## src/rtl/size_class_block_pool_allocator_macros.svh

```systemverilog
// Assertion macros shared by the allocator RTL.
`ifndef SIZE_CLASS_BLOCK_POOL_ALLOCATOR_MACROS_SVH
`define SIZE_CLASS_BLOCK_POOL_ALLOCATOR_MACROS_SVH
// Implication checked on every rising clock edge outside reset.
`define SCBPA_ASSERT_IMP(label, clk, rst_n, ante, cons, msg) \
  label: assert property (@(posedge clk) disable iff (!rst_n) (ante) |-> (cons)) else $error(msg);
// Next-cycle implication checked outside reset.
`define SCBPA_ASSERT_NXT(label, clk, rst_n, ante, cons, msg) \
  label: assert property (@(posedge clk) disable iff (!rst_n) (ante) |=> (cons)) else $error(msg);
`endif

```

## src/rtl/scbpa_pkg.sv

```systemverilog
// Package with types, codes and constants of the block pool allocator.
`default_nettype none
package scbpa_pkg;
  localparam int NUM_POOLS_DEF = 4;
  localparam int SLOTS_PER_POOL_DEF = 64;
  localparam int MAX_POOLS = 4;
  localparam int CFG_IDX_W = 3;
  localparam int CFG_DATA_W = 64;

  localparam logic CMD_ALLOC = 1'b0;
  localparam logic CMD_FREE = 1'b1;

  localparam logic [1:0] ST_DONE = 2'd0;
  localparam logic [1:0] ST_NO_POOL = 2'd1;
  localparam logic [1:0] ST_FULL = 2'd2;
  localparam logic [1:0] ST_NOT_FOUND = 2'd3;

  localparam logic [CFG_IDX_W-1:0] REG_ENABLE = 3'd0;
  localparam logic [CFG_IDX_W-1:0] REG_DESC0 = 3'd1;
  localparam logic [CFG_IDX_W-1:0] REG_DESC3 = 3'd4;

  typedef struct packed {
    logic        command;
    logic [15:0] request_size;
    logic [31:0] block_address;
  } req_t;

  typedef struct packed {
    logic [1:0]  status;
    logic [31:0] granted_address;
    logic [1:0]  pool_number;
    logic [5:0]  slot_number;
  } rsp_t;

  // Commands from the controller to the datapath.
  typedef struct packed {
    logic load;       // capture request, evaluate pools
    logic div_start;  // begin the slot division
    logic div_step;   // one restoring division step
    logic commit;     // update bitmap and result
  } ctl_cmd_t;

  // Status from the datapath to the controller.
  typedef struct packed {
    logic need_div;   // free command hit a pool
    logic div_last;   // last division step in progress
  } ctl_sts_t;
endpackage
`default_nettype wire

```

## src/rtl/scbpa_ctrl.sv

```systemverilog
// Controller state machine of the block pool allocator.
`default_nettype none
`include "size_class_block_pool_allocator_macros.svh"
module scbpa_ctrl (
  input  wire logic                 clk,
  input  wire logic                 rst_n,
  input  wire logic                 start,
  output logic                      busy,
  output logic                      out_valid,
  output scbpa_pkg::ctl_cmd_t       cmd,
  input  wire scbpa_pkg::ctl_sts_t  sts
);
  import scbpa_pkg::*;

  localparam logic [2:0] S_IDLE = 3'd0;
  localparam logic [2:0] S_EVAL = 3'd1;
  localparam logic [2:0] S_DIV  = 3'd2;
  localparam logic [2:0] S_COMMIT = 3'd3;
  localparam logic [2:0] S_OUT = 3'd4;
  localparam logic [2:0] S_GRANT = 3'd5;

  logic [2:0] state_r, state_nxt;

  // Next state and commands.
  always_comb begin
    state_nxt = state_r;
    cmd = '0;
    unique case (state_r)
      S_IDLE: begin
        if (start) begin
          cmd.load = 1'b1;
          state_nxt = S_EVAL;
        end
      end
      S_EVAL: begin
        if (sts.need_div) begin
          cmd.div_start = 1'b1;
          state_nxt = S_DIV;
        end else begin
          state_nxt = S_GRANT;
        end
      end
      // The selected pool is registered now; the grant address settles here.
      S_GRANT: state_nxt = S_COMMIT;
      S_DIV: begin
        cmd.div_step = 1'b1;
        if (sts.div_last) state_nxt = S_COMMIT;
      end
      S_COMMIT: begin
        cmd.commit = 1'b1;
        state_nxt = S_OUT;
      end
      S_OUT: state_nxt = S_IDLE;
      default: state_nxt = S_IDLE;
    endcase
  end

  always_ff @(posedge clk) begin
    if (!rst_n) begin
      state_r <= S_IDLE;
    end else begin
      state_r <= state_nxt;
    end
  end

  assign busy = (state_r != S_IDLE);
  assign out_valid = (state_r == S_OUT);

  `SCBPA_ASSERT_NXT(a_load_eval, clk, rst_n, cmd.load, state_r == S_EVAL, "load not followed by evaluation")
  `SCBPA_ASSERT_NXT(a_commit_out, clk, rst_n, cmd.commit, out_valid, "commit not followed by result")
  `SCBPA_ASSERT_IMP(a_one_cmd, clk, rst_n, 1'b1, $onehot0(cmd), "more than one command at once")
endmodule
`default_nettype wire

```

## src/rtl/scbpa_dp.sv

```systemverilog
// Datapath: configuration registers, bitmaps, pool selection and divider.
`default_nettype none
`include "size_class_block_pool_allocator_macros.svh"
module scbpa_dp #(
  parameter int NUM_POOLS = scbpa_pkg::NUM_POOLS_DEF,
  parameter int SLOTS_PER_POOL = scbpa_pkg::SLOTS_PER_POOL_DEF
) (
  input  wire logic                              clk,
  input  wire logic                              rst_n,
  input  wire logic                              cfg_we,
  input  wire logic [scbpa_pkg::CFG_IDX_W-1:0]   cfg_index,
  input  wire logic [scbpa_pkg::CFG_DATA_W-1:0]  cfg_data,
  input  wire scbpa_pkg::req_t                   in_req,
  input  wire scbpa_pkg::ctl_cmd_t               cmd,
  output scbpa_pkg::ctl_sts_t                    sts,
  output scbpa_pkg::rsp_t                        rsp
);
  import scbpa_pkg::*;

  localparam int SW = 6;
  localparam int PW = 2;
  localparam logic [6:0] SLOT_LIMIT = 7'(SLOTS_PER_POOL);

  logic [MAX_POOLS-1:0] en_r;
  logic [63:0] desc_r [MAX_POOLS];
  logic [SLOTS_PER_POOL-1:0] map_r [NUM_POOLS];
  req_t req_r;
  rsp_t rsp_r;

  // Configuration registers.
  always_ff @(posedge clk) begin
    if (!rst_n) begin
      en_r <= '0;
      for (int i = 0; i < MAX_POOLS; i++) desc_r[i] <= '0;
    end else if (cfg_we) begin
      if (cfg_index == REG_ENABLE) en_r <= cfg_data[MAX_POOLS-1:0];
      else if (cfg_index >= REG_DESC0 && cfg_index <= REG_DESC3)
        desc_r[2'(cfg_index - REG_DESC0)] <= cfg_data;
    end
  end

  // Per-pool fields, saturated count and range checks.
  logic [31:0] base [NUM_POOLS];
  logic [15:0] bsize [NUM_POOLS];
  logic [6:0]  cnt [NUM_POOLS];
  logic [NUM_POOLS-1:0] usable;
  always_comb begin
    for (int p = 0; p < NUM_POOLS; p++) begin
      base[p] = desc_r[p][63:32];
      bsize[p] = desc_r[p][31:16];
      cnt[p] = (desc_r[p][15:0] > 16'(SLOTS_PER_POOL)) ? SLOT_LIMIT : desc_r[p][6:0];
      usable[p] = en_r[p] && (bsize[p] >= req_r.request_size);
    end
  end

  // Range check uses a registered span to keep multipliers out of the compare path.
  logic [38:0] span_r [NUM_POOLS];
  always_ff @(posedge clk) begin
    for (int p = 0; p < NUM_POOLS; p++) span_r[p] <= 39'(bsize[p] * cnt[p]);
  end

  logic [NUM_POOLS-1:0] hit;
  always_comb begin
    for (int p = 0; p < NUM_POOLS; p++) begin
      hit[p] = usable[p] && bsize[p] != 16'd0 && req_r.block_address >= base[p] &&
               ({7'd0, req_r.block_address} < ({7'd0, base[p]} + span_r[p]));
    end
  end

  // First usable pool for allocate, first hit pool for free.
  logic [PW-1:0] sel_p;
  logic          sel_ok;
  always_comb begin
    sel_p = '0;
    sel_ok = 1'b0;
    for (int p = NUM_POOLS - 1; p >= 0; p--) begin
      if (req_r.command == CMD_ALLOC ? usable[p] : hit[p]) begin
        sel_p = PW'(p);
        sel_ok = 1'b1;
      end
    end
  end

  // First free slot of the selected pool.
  logic [SW-1:0] free_s;
  logic          free_ok;
  always_comb begin
    free_s = '0;
    free_ok = 1'b0;
    for (int s = SLOTS_PER_POOL - 1; s >= 0; s--) begin
      if (!map_r[sel_p][s] && 7'(s) < cnt[sel_p]) begin
        free_s = SW'(s);
        free_ok = 1'b1;
      end
    end
  end

  // Selection registered in each cycle except during a division step.
  logic [PW-1:0] p_r;
  logic          ok_r;
  logic [SW-1:0] fs_r;
  logic          fok_r;
  always_ff @(posedge clk) begin
    if (cmd.div_start || !cmd.div_step) begin
      p_r <= sel_p;
      ok_r <= sel_ok;
      fs_r <= free_s;
      fok_r <= free_ok;
    end
  end

  // Restoring divider: (address - base) / size, one quotient bit a step.
  logic [31:0] dividend_r, quot_r;
  logic [15:0] divisor_r;
  logic [16:0] rem_r;
  logic [4:0]  step_r;
  logic [16:0] trial;
  assign trial = {rem_r[15:0], dividend_r[31]} - {1'b0, divisor_r};
  always_ff @(posedge clk) begin
    if (cmd.div_start) begin
      dividend_r <= req_r.block_address - base[sel_p];
      divisor_r <= bsize[sel_p];
      rem_r <= '0;
      quot_r <= '0;
      step_r <= '0;
    end else if (cmd.div_step) begin
      dividend_r <= {dividend_r[30:0], 1'b0};
      step_r <= step_r + 5'd1;
      if (!trial[16]) begin
        rem_r <= trial;
        quot_r <= {quot_r[30:0], 1'b1};
      end else begin
        rem_r <= {rem_r[15:0], dividend_r[31]};
        quot_r <= {quot_r[30:0], 1'b0};
      end
    end
  end

  assign sts.need_div = (req_r.command == CMD_FREE) && sel_ok;
  assign sts.div_last = (step_r == 5'd31);

  // Request capture.
  always_ff @(posedge clk) begin
    if (cmd.load) req_r <= in_req;
  end

  // Grant address multiply, registered before the commit.
  logic [31:0] grant_r;
  always_ff @(posedge clk) begin
    grant_r <= base[p_r] + 32'(32'(fs_r) * 32'(bsize[p_r]));
  end

  // Bitmap update and result.
  logic [1:0] wr_ok;
  always_ff @(posedge clk) begin
    if (!rst_n) begin
      for (int p = 0; p < NUM_POOLS; p++) map_r[p] <= '0;
    end else if (cfg_we && cfg_index >= REG_DESC0 && cfg_index <= REG_DESC3) begin
      for (int p = 0; p < NUM_POOLS; p++)
        if (32'(cfg_index - REG_DESC0) == p) map_r[p] <= '0;
    end else if (cmd.commit && ok_r) begin
      if (req_r.command == CMD_ALLOC) begin
        if (fok_r) map_r[p_r][fs_r] <= 1'b1;
      end else if (quot_r < 32'(cnt[p_r])) begin
        map_r[p_r][SW'(quot_r)] <= 1'b0;
      end
    end
  end
  assign wr_ok = '0;

  always_ff @(posedge clk) begin
    if (cmd.commit) begin
      rsp_r <= '0;
      if (req_r.command == CMD_ALLOC) begin
        if (!ok_r) rsp_r.status <= ST_NO_POOL;
        else begin
          rsp_r.pool_number <= p_r;
          if (fok_r) begin
            rsp_r.status <= ST_DONE;
            rsp_r.slot_number <= fs_r;
            rsp_r.granted_address <= grant_r;
          end else rsp_r.status <= ST_FULL;
        end
      end else if (!ok_r) begin
        rsp_r.status <= ST_NOT_FOUND;
      end else begin
        rsp_r.status <= ST_DONE | wr_ok;
        rsp_r.pool_number <= p_r;
        if (quot_r < 32'(cnt[p_r])) rsp_r.slot_number <= SW'(quot_r);
      end
    end
  end
  assign rsp = rsp_r;

  `SCBPA_ASSERT_NXT(a_div_quot, clk, rst_n, cmd.div_start, step_r == 5'd0, "divider not cleared")
  `SCBPA_ASSERT_IMP(a_free_nogrant, clk, rst_n, cmd.commit && req_r.command == CMD_FREE, !cmd.div_step, "step during commit")
  `SCBPA_ASSERT_IMP(a_alloc_nodiv, clk, rst_n, cmd.div_start, req_r.command == CMD_FREE, "division started on allocate")
endmodule
`default_nettype wire

```

## src/rtl/size_class_block_pool_allocator.sv

```systemverilog
// Top level of the size-class block pool allocator.
//
// Usage: pulse start with in_req (command, request_size, block_address)
// while busy is low. An allocate takes the first enabled pool whose block
// size fits the request, marks its lowest free slot and returns the
// address. A free finds the pool holding the address and clears its slot.
// Each request yields one result on out_rsp, shown for one cycle with
// out_valid high; the receiver cannot stall it and must take it then.
// Sequence: an allocate, or a free that matches no pool, steps through the
// evaluate, grant, commit and output states; a free that hits a pool steps
// through evaluate, the bit-serial 32-step divider that computes the slot
// index, commit and output.
// A new request can be accepted the cycle after the result strobe.
// Configuration: cfg_we writes cfg_data to register cfg_index (index 0 the
// pool enable mask, 1 to 4 the descriptors); the user must write while the
// block is idle; the block does not enforce it. A descriptor write clears
// its bitmap. Reset clears configuration and bitmaps and returns to idle.
`default_nettype none
module size_class_block_pool_allocator #(
  parameter int NUM_POOLS = scbpa_pkg::NUM_POOLS_DEF,
  parameter int SLOTS_PER_POOL = scbpa_pkg::SLOTS_PER_POOL_DEF
) (
  input  wire logic                              clk,
  input  wire logic                              rst_n,
  input  wire logic                              start,
  output logic                                   busy,
  input  wire scbpa_pkg::req_t                   in_req,
  output logic                                   out_valid,
  output scbpa_pkg::rsp_t                        out_rsp,
  input  wire logic                              cfg_we,
  input  wire logic [scbpa_pkg::CFG_IDX_W-1:0]   cfg_index,
  input  wire logic [scbpa_pkg::CFG_DATA_W-1:0]  cfg_data
);
  import scbpa_pkg::*;

  ctl_cmd_t cmd;
  ctl_sts_t sts;

  scbpa_ctrl u_ctrl (
    .clk(clk), .rst_n(rst_n), .start(start), .busy(busy),
    .out_valid(out_valid), .cmd(cmd), .sts(sts)
  );

  scbpa_dp #(.NUM_POOLS(NUM_POOLS), .SLOTS_PER_POOL(SLOTS_PER_POOL)) u_dp (
    .clk(clk), .rst_n(rst_n), .cfg_we(cfg_we), .cfg_index(cfg_index),
    .cfg_data(cfg_data), .in_req(in_req), .cmd(cmd), .sts(sts), .rsp(out_rsp)
  );
endmodule
`default_nettype wire

```

## config.mk

```make
export PLATFORM = sky130hd
export DESIGN_NAME = size_class_block_pool_allocator
export DESIGN_NICKNAME = d
export VERILOG_FILES = /design/src/rtl/scbpa_pkg.sv /design/src/rtl/scbpa_ctrl.sv /design/src/rtl/scbpa_dp.sv /design/src/rtl/size_class_block_pool_allocator.sv
export VERILOG_INCLUDE_DIRS = /design/src /design/src/rtl
export SDC_FILE = /design/constraint.sdc
export NUM_CORES = 2
export LEC_CHECK = 0
export BUFFER_PORTS_ARGS = -buffer_cell sky130_fd_sc_hd__clkbuf_2
export CAP_MARGIN = 5
export CORE_MARGIN = 2
export CORE_UTILIZATION = 56
export CTS_CLUSTER_SIZE = 40
export DETAILED_ROUTE_END_ITERATION = 8
export PLACE_DENSITY = 0.79
export SETUP_SLACK_MARGIN = 0.1
export SLEW_MARGIN = 20
export SYNTH_ARGS = -nofsm -noshare
export SYNTH_HDL_FRONTEND = slang
export SYNTH_HIERARCHICAL = 1
export SYNTH_SLANG_ARGS = --single-unit
```

## constraint.sdc

```tcl
create_clock -name clk -period 19.95 [get_ports clk]
set_clock_uncertainty 0.2 [all_clocks]
set_input_delay 0.9975 -clock clk [delete_from_list [all_inputs] [get_ports clk]]
set_output_delay 0.9975 -clock clk [all_outputs]
set_load 0.02 [all_outputs]
```

==> summary.txt <==
Route
  • Antenna viol nets, final: 0
  • Detailed Route WL: 237 mm
  • Initial drt markers: 7545
  • WL/cell: 26.6 um
  • Drc violations: 0
  • Post-DR vias/cell: 6.50
  • Via count: 57800
  • Drt first pass iters: 8

Place
  • Number of port buffers: 163
  • Post-DP Area: 71500 sq um
  • Dpl ws: 6.57 ns
  • Detailed Place HPWL: 174 mm
  • RePlAce Congestion: 1.04

Run status
  • Status: complete, no violations

Power
  • Peak VDD IR: 73.3 uV
  • Pwr/cell area: 67.5 nW/um^2
  • Overall power: 0.00506 W
  • Static Leak: 32.1 nW

Critical path
  • CP arrival: 13.97 ns
  • Most Frequent Cell on Critical Path: a21oi_1
  • CP Launch Type: flop
  • CP Data Required Time: 20.21 ns
  • Worst Path Buf+Inv: 3
  • Slowest-stage cell, CP: o31ai_1
  • Levels on crit path: 52
  • CP max FO: 62
  • R2R depth: 52
  • Crit path kind: flop to flop
  • Critical Path Max Stage Delay: 0.88 ns
  • Worst path top cell family by delay: compound AO/OA/AOI/OAI gates
  • CP endpoint kind: flop

Flow run
  • Max cap viols: 0

Floorplan
  • Core outline area: 122000 sq um
  • Die area: 126000 sq um
  • Row count: 128
  • Starting Density: 0.566
  • Die H: 355 um
  • Ports: 164
  • Die W: 355 um

Logic synthesis
  • Avg Inst Size Synth: 9.63 sq um
  • Area of the mapped netlist: 69000 sq um
  • Post-synth ARST share: 0
  • Main synth FF type: edfxtp_1
  • Register area share after synthesis: 0.341
  • Number of flops mapped to enable cells by yosys: 661
  • Synth Instances: 7168
  • Synth Net Count: 8319
  • Top-count cell post-synth: nand2_1
  • Area share of the largest cell type after synthesis: 0.287
  • Synth unique cells: 106
  • Yosys reg bits: 845
  • Most instantiated cells after synthesis: nand2_1 (745), ha_1 (673), inv_1 (666), edfxtp_1 (661), o21ai_0 (497)
  • Ranking of synthesized cells by area: edfxtp_1 (29%), ha_1 (12%), fa_1 (10%), dfxtp_1 (5.3%), nand2_1 (4.1%)
  • Yosys top cell by area: edfxtp_1
  • Synth warnings: 6

Clocking
  • Post-CTS Setup Bufs: 0
  • CTS-repair resized insts: 0
  • Clk pin slew, worst setup/hold paths: 0.06 ns
  • Clk Tree Root Cell: clkbuf_16
  • Hold Buf Count CTS: 0
  • Clock H-tree levels: 3
  • CTS Buf Count: 96
  • CTS Sinks: 845
  • CTS tree: built
  • Clock Tree Buf Depth: 3
  • Clock latency on the worst-skew pair: 0.75 ns

STA
  • Final WS setup: 6.24 ns
  • Setup_tns: 0 ns
  • Worst Tran Pin Value: 1.29 ns
  • Final hold viol count: 0
  • RSZ-0062 raised after global routing: no
  • Pins over their slew limit: 0
  • Slew HR: 0.134
  • Tcrit/Tclk final: 0.687
  • Crit path time final: 13.71 ns
  • Final setup fails: 0
  • Fmax: 72.9 MHz

Global routing
  • Grt ovf: 0
  • Vias in the first global route: 56300
  • Initial antenna violation count: 23
  • Tot GR Track Use: 0.369
  • First-pass GRT wire length: 348 mm
  • Largest net degree at the start of global routing: 140

Min path
  • Hold Path Cell Cnt: 1
  • Worst min path class: input port to flop

Layout
  • Post-route cell area: 74900 sq um
  • Fraction of layout cells with a size suffix above 1: 0.0874
  • Synth-to-layout area growth: 8.49%
  • Final core occ: 0.614
  • Final #Nets: 8322
cell families (layout without fill, tap and decap cells):
group | Yosys count | count (layout) | synth area share
simple gates | 2275 | 2275 | 0.161
compound gates | 1502 | 1502 | 0.139
buf+inv | 1037 | 1124 | 0.0580
other cells | 0 | 13 | 0
mux | 238 | 238 | 0.0456
fa+ha+maj | 1032 | 1032 | 0.226
xor+xnor | 239 | 239 | 0.0303
flops | 845 | 845 | 0.341
per-layer routing:
layer	vias up	share of wire	track usage
met5	-	0.00046	0
met4	16	0.074	0.231
met3	887	0.14	0.117
met2	3802	0.42	0.540
met1	27900	0.37	0.476
li1	25200	-	-
where the power goes:
group | switching [W] | total, W | internal [W]
sequential | 0.000120 | 0.00213 | 0.00201
combinational | 0.000638 | 0.00104 | 0.000399
clock | 0.000802 | 0.00190 | 0.00109
cells in the final DEF, fill, tap and decap left out, types with 16 or more instances in the layout:
master / Yosys / routed
buf_4: 4 / 108
clkbuf_2: 0 / 163
o21bai_1: 91 / 91
mux2_2: 59 / 59
o211ai_1: 56 / 56
nand2_1: 745 / 744
inv_1: 666 / 666
a31oi_1: 49 / 49
o21a_1: 30 / 30
a221o_1: 16 / 16
ha_1: 673 / 673
clkbuf_16: 0 / 96
and3_1: 152 / 152
nor2b_1: 42 / 41
a22oi_1: 66 / 66
a21oi_1: 302 / 298
fa_1: 358 / 358
or2_2: 16 / 16
a21boi_0: 23 / 19
edfxtp_1: 661 / 661
dfxtp_1: 184 / 184
a211oi_1: 61 / 61
a2111oi_0: 17 / 17
nand2b_1: 46 / 44
and2_1: 388 / 387
nor2_1: 484 / 478
mux2i_1: 123 / 123
xnor2_1: 177 / 177
clkbuf_1: 290 / 17
nand4_1: 65 / 65
a21o_1: 93 / 93
o31ai_1: 22 / 22
o21ai_0: 497 / 494
nor4_1: 58 / 58
mux4_2: 55 / 55
o22ai_1: 16 / 16
nand3_1: 91 / 89
xor2_1: 62 / 62
nor3_1: 99 / 97
registers in the layout, indices dropped and copies added (netlist names), 16 cells and up:
name	count
u_dp/req_r	49
u_dp/span_r	92
u_dp/desc_r	256
u_dp/map_r	256
u_dp/dividend_r	32
u_dp/quot_r	32
u_dp/grant_r	32
u_dp/rem_r	16
u_dp/divisor_r	16
u_dp/rsp	42
through the flow:
step / cells / hold WS (ns)
2_1_floorplan: 7168 / 0.240
3_3_place_gp: 8698 / 0.260
3_5_place_dp: 8698 / 0.272
4_1_cts: 8880 / 0.180
5_1_grt: 8885 / 0.205
6_report: 8893 / 0.216
path summary, 6_finish.rpt:
kind                       from                  end  slack [ns]
max          u_dp/desc_r[0][33]  u_dp/dividend_r[30]        6.24
min                   in_req[0]        u_dp/req_r[0]        0.22
max reg2reg  u_dp/desc_r[0][33]  u_dp/dividend_r[30]        6.24
min reg2reg    u_dp/grant_r[15]         u_dp/rsp[23]        0.29
layout make-up:
class	instances	area [sq um]
clock inverters	62	806
inverters	669	2520
flip-flops and latches	845	23500
well taps	1625	2030
repair buffers	273	1660
clock buffers	120	2560
diodes	13	32.5
multi-input cells	5286	41800
fillers	10000	47100
Power figures use the tool's default switching activity.
